### config.mk
export PLATFORM = sky130hd
export DESIGN_NAME = cbpg_ctrl
export DESIGN_NICKNAME = d
export VERILOG_FILES = /design/src/rtl/core/cbpg_pkg.sv /design/src/rtl/core/cbpg_ctrl.sv
export SDC_FILE = /design/constraint.sdc
export NUM_CORES = 1
export LEC_CHECK = 0
export ABC_AREA = 1
export BUFFER_PORTS_ARGS = -buffer_cell sky130_fd_sc_hd__buf_2
export CORE_AREA = 4 4 41 43
export DETAILED_ROUTE_END_ITERATION = 16
export DIE_AREA = 0 0 45 47
export SLEW_MARGIN = 20
export SYNTH_ARGS = -nofsm -noshare
export SYNTH_HDL_FRONTEND = slang
export SYNTH_SLANG_ARGS = --single-unit
### constraint.sdc
create_clock -name i_clk -period 0.8 [get_ports i_clk]
set_input_delay 0.08 -clock i_clk [delete_from_list [all_inputs] [get_ports i_clk]]
set_output_delay 0.08 -clock i_clk [all_outputs]
set_load 0.02 [all_outputs]
### src/rtl/core/cbpg_pkg.sv
// shared constants, types and command/status structs of the bezier point generator
package cbpg_pkg;

    localparam int COORD_W   = 16;
    localparam int T_FRAC    = 16;
    localparam int T_W       = T_FRAC + 1;
    localparam int N_CTRL    = 4;
    localparam int N_AXIS    = 3;
    localparam int IN_W      = COORD_W * N_CTRL * N_AXIS;
    localparam int OUT_W     = COORD_W * N_AXIS;
    localparam int STEP_W    = 16;
    localparam int ADDR_W    = 2;

    localparam logic [T_W-1:0]    T_ONE      = T_W'(1 << T_FRAC);
    localparam int                MIN_STEP_I = ((1 << T_FRAC) + 62) / 63;
    localparam logic [STEP_W-1:0] MIN_STEP   = STEP_W'(MIN_STEP_I);
    localparam logic [STEP_W-1:0] T_STEP_RST = 16'd1639;

    localparam logic [ADDR_W-1:0] REG_T_STEP = 2'd0;

    typedef enum logic [1:0] {
        ST_IDLE,
        ST_RUN,
        ST_DRAIN
    } t_state;

    typedef struct packed {
        logic load;
        logic issue;
    } t_cmd;

    typedef struct packed {
        logic adv;
        logic last_issue;
        logic busy;
    } t_stat;

endpackage

### src/rtl/core/cbpg_ctrl.sv
// controller state machine: takes a curve request, issues t values, waits for drain
module cbpg_ctrl (
    input  logic            i_clk,
    input  logic            i_rst_n,
    input  logic            i_in_valid,
    output logic            o_in_ready,
    input  cbpg_pkg::t_stat i_stat,
    output cbpg_pkg::t_cmd  o_cmd
);
    import cbpg_pkg::*;

    t_state r_state;
    t_state n_state;

    always_ff @(posedge i_clk) begin
        if (!i_rst_n) begin
            r_state <= ST_IDLE;
        end else begin
            r_state <= n_state;
        end
    end

    always_comb begin
        n_state     = r_state;
        o_in_ready  = 1'b0;
        o_cmd.load  = 1'b0;
        o_cmd.issue = 1'b0;
        case (r_state)
            ST_IDLE: begin
                o_in_ready = 1'b1;
                if (i_in_valid) begin
                    o_cmd.load = 1'b1;
                    n_state    = ST_RUN;
                end
            end
            ST_RUN: begin
                o_cmd.issue = 1'b1;
                if (i_stat.adv && i_stat.last_issue) begin
                    n_state = ST_DRAIN;
                end
            end
            ST_DRAIN: begin
                if (!i_stat.busy) begin
                    n_state = ST_IDLE;
                end
            end
            default: begin
                n_state = ST_IDLE;
            end
        endcase
    end

endmodule

After elaboration in Yosys (flattened, before gate mapping)
Index checks and enable logic that the tools add are counted.
Widths: inputs -> output; s select.
{"block": "classes", "muxes": 8, "n_reduce_logical": 3, "eq_ne": 5}
{"op": "$mux 2", "count": 3}
{"op": "$ne 2x2->1 const B", "count": 3}
{"op": "$pmux 2 s3", "count": 1}
{"op": "$mux 1", "count": 4}
{"op": "$reduce_and 3->1", "count": 1}
{"op": "$eq 2x1->1 const B", "count": 1}
{"op": "$eq 2x2->1 const B", "count": 1}
{"op": "$logic_not 2->1", "count": 1}
{"op": "$logic_and 1x1->1", "count": 1}
{"block": "totals", "reg_bits": 2, "out_inout_bits": 3, "elab_cells": 17}

Depth between registers and ports, before layout
{"block": "logic_depth", "word_depth": 3, "depth_mapped": 4}

Worst setup path after synthesis
Ideal clock, no wire load.
{"block": "synth_path", "kind": "register -> output", "startpoint": "register r_state[1]", "endpoint": "output port o_cmd[1] (netlist bit)", "stages_incl_launch_ff": 4, "t_arrival_ns": 0.814, "t_required_ns": 0.720, "slack_ns": -0.094, "path_buffers": 0, "cell_sequence": "dfxtp_1 nor2_2 nand2_1 inv_1"}
{"element": "from (decl)", "line": "cbpg_ctrl.sv:12", "rtl": "t_state r_state;"}
{"element": "from (signal assigned)", "line": "cbpg_ctrl.sv:19", "rtl": "r_state <= n_state;"}
{"element": "to (decl)", "line": "cbpg_ctrl.sv:8", "rtl": "output cbpg_pkg::t_cmd o_cmd"}

==> results.sh <==
export IMPL_status="finished with violations"
export IMPL_fin_cells=43
export IMPL_synth_cell_types=7
export IMPL_drc=0
export IMPL_yosys_top_cells_area="dfxtp_1, nand2_1, nor2_2"
export IMPL_area_growth_pct=147
export IMPL_drtPass1Iterations=1
export IMPL_hold_ws_ps=100
export IMPL_multi_input_area_sq_um=68.8
export IMPL_reg2regPathDepth=5
export IMPL_slew_viol_final=0
export IMPL_port_buffers=8
export IMPL_endpoint="o_cmd[1]"
export IMPL_overflow=0
export IMPL_num_fill_cells=157
export IMPL_synth_top_cells_by_count="nand2_1, inv_1, a21oi_1, dfxtp_1, nor2_2"
export IMPL_hold_class="input port to register"
export IMPL_cts_tree="yes"
export IMPL_end_kind="primary output"
export IMPL_initial_utilization_pct=7.50
export IMPL_dpl_cell_area_sq_um=168
export IMPL_cp_data_required_time_ps=720
export IMPL_register_area_sq_um=45.0
export IMPL_stdcell_area_sq_um=241
export IMPL_detail_route_wl_per_cell_microns=7.72
export IMPL_vias=137
export IMPL_fmax_mhz=1040
export IMPL_cp_arrival_ps=880
export IMPL_ios=9
export IMPL_critPathKind="register to primary output"
export IMPL_htree_levels=1
export IMPL_rsz0062_at_grt="yes"
export IMPL_crit_path_start="r_state[1]"
export IMPL_clockBufferDepth=2
export IMPL_die_h_microns=47
export IMPL_core_area_sq_mm=0.00130
export IMPL_seq_area_frac_synth_pct=41.0
export IMPL_largest_reg_flops=2
export IMPL_cts_hold_buf=0
export IMPL_period_minus_slack_ps=962
export IMPL_die_x_microns=45
export IMPL_viasPerCell=3.19
export IMPL_grt_pass1_wl_microns=469
export IMPL_netlist_area_sq_um=97.6
export IMPL_post_place_ws_ps=-16.6
export IMPL_gp_congestion=0.630
export IMPL_worst_pin_slew_ps=99.0
export IMPL_yosysTopAreaCellShare_pct=41.0
export IMPL_grt_max_degree=4
export IMPL_wl_microns=332
export IMPL_yosysWarnings=0
export IMPL_ff2ff_setup_slack_ps=-40
export IMPL_largest_register="r_state"
export IMPL_drt_iter0_drc=0
export IMPL_finalHoldViolations=0
export IMPL_maxCapViolations=0
export IMPL_async_flop_share_pct=0
export IMPL_drive_gt1_share_pct=82.1
export IMPL_path_clk_slew_ps=30
export IMPL_cts_buffers=3
export IMPL_cts_root_buf="clkbuf_4"
export IMPL_skew_ps=0.633
export IMPL_antenna_left=0
export IMPL_layout_nets=36
export IMPL_syn_nets=21
export IMPL_grt_pass1_vias=149
export IMPL_syn_inst=15
export IMPL_yosys_area_top_type="dfxtp_1"
export IMPL_rr_startpoint="r_state[0]"
export IMPL_insertion_delay_ps=230
export IMPL_setup_viol=5
export IMPL_n_antenna_cell=0
export IMPL_reg2reg_to="r_state[1]"
export IMPL_top_regs="r_state (2)"
export IMPL_fin_crit_sh_pct=120
export IMPL_rows=13
export IMPL_critPathMaxFanout=3
export IMPL_failed_checks="setup timing"
export IMPL_syn_area_per_cell_sq_um=6.51
export IMPL_dieArea_sq_mm=0.00212
export IMPL_synth_flop_cell="dfxtp_1"
export IMPL_leakage_nw=0.127
export IMPL_placedCellCount=38
export IMPL_antenna_found_initial=0
export IMPL_yosysMostFrequentCell="nand2_1"
export IMPL_start_kind="register"
export IMPL_vdd_drop_max_mv=0.279
export IMPL_power_density_mw_per_mm2=1900
export IMPL_synth_seq_cells=2
export IMPL_worst_slack_ps=-162
export IMPL_grt_use_total_pct=3.86
export IMPL_relSlewSlack_pct=93.4
export IMPL_synth_edf_count=0
export IMPL_clock_sinks=2
-- per-layer routing --
layer / track usage, % / vias to the layer above / wire length, microns
li1: - / 71 / -
met5: 0 / - / 0
met4: 10.5 / 0 / 17
met1: 2.03 / 58 / 84
met2: 6.21 / 6 / 204
met3: 0 / 2 / 26
-- area by class of cell --
cell class              instances  share of cell area [%]
multi-input cells               9                    28.5
flip-flops and latches          2                    18.7
clock buffers                   3                    9.33
repair buffers                 10                    29.5
inverters                       4                    6.22
well taps                      15                    7.77
-- where the power goes --
part / leakage, nW / internal, mW / switching (mW)
clock: 0.0138 / 0.166 / 0.0633
combinational: 0.0953 / 0.0591 / 0.0585
sequential: 0.0175 / 0.105 / 0.00746
total: 0.127 / 0.330 / 0.129
-- worst min path at each step --
| stage | endpoint | startpoint | cells past startpoint | slack (ps) |
|---|---|---|---|---|
| after CTS | r_state[0] | i_rst_n | 3 | 80 |
| final | r_state[1] | i_rst_n | 3 | 100 |
| after global routing | r_state[1] | i_rst_n | 3 | 110 |
| after floorplan | r_state[0] | i_rst_n | 2 | 200 |
| after detailed placement | r_state[0] | i_rst_n | 3 | 320 |
| after global placement | r_state[0] | i_rst_n | 3 | 320 |
-- what timing repair did --
action	in CTS	in global routing
gates resized for setup	7	5
buffers inserted	2	0
endpoints found under the setup margin	3	5
pin swaps	2	1
-- cell families after synthesis --
group	count (synthesis)	share of synthesized area, %
AOI/OAI and AO/OA	2	10.3
and+or+nand+nor	7	33.3
DFF	2	41.0
buffers and inverters	4	15.4
-- critical path, stage by stage, from the launching register on --
cell and delay, ps:
dfxtp_4 350, nor2_4 90, nand2_2 70, inv_2 50, buf_6 100
-- through the flow --
stage	utilization (%)	power (mW)	TNS, ps
floorplan	-	0.167	-2.51
global placement	12.9	0.195	-4.78
detailed placement	12.9	0.195	-16.6
CTS	17.2	0.462	-469
global route	18.6	0.491	-690
finish	18.6	0.459	-473
-- cells in the final DEF (no fill, tap or decap), drive strengths merged --
master / n
a21oi: 2
buf: 10
clkbuf: 3
dfxtp: 2
inv: 4
nand2: 4
nand3: 1
nor2: 2
Note: power is estimated with default switching activity, not from simulation.
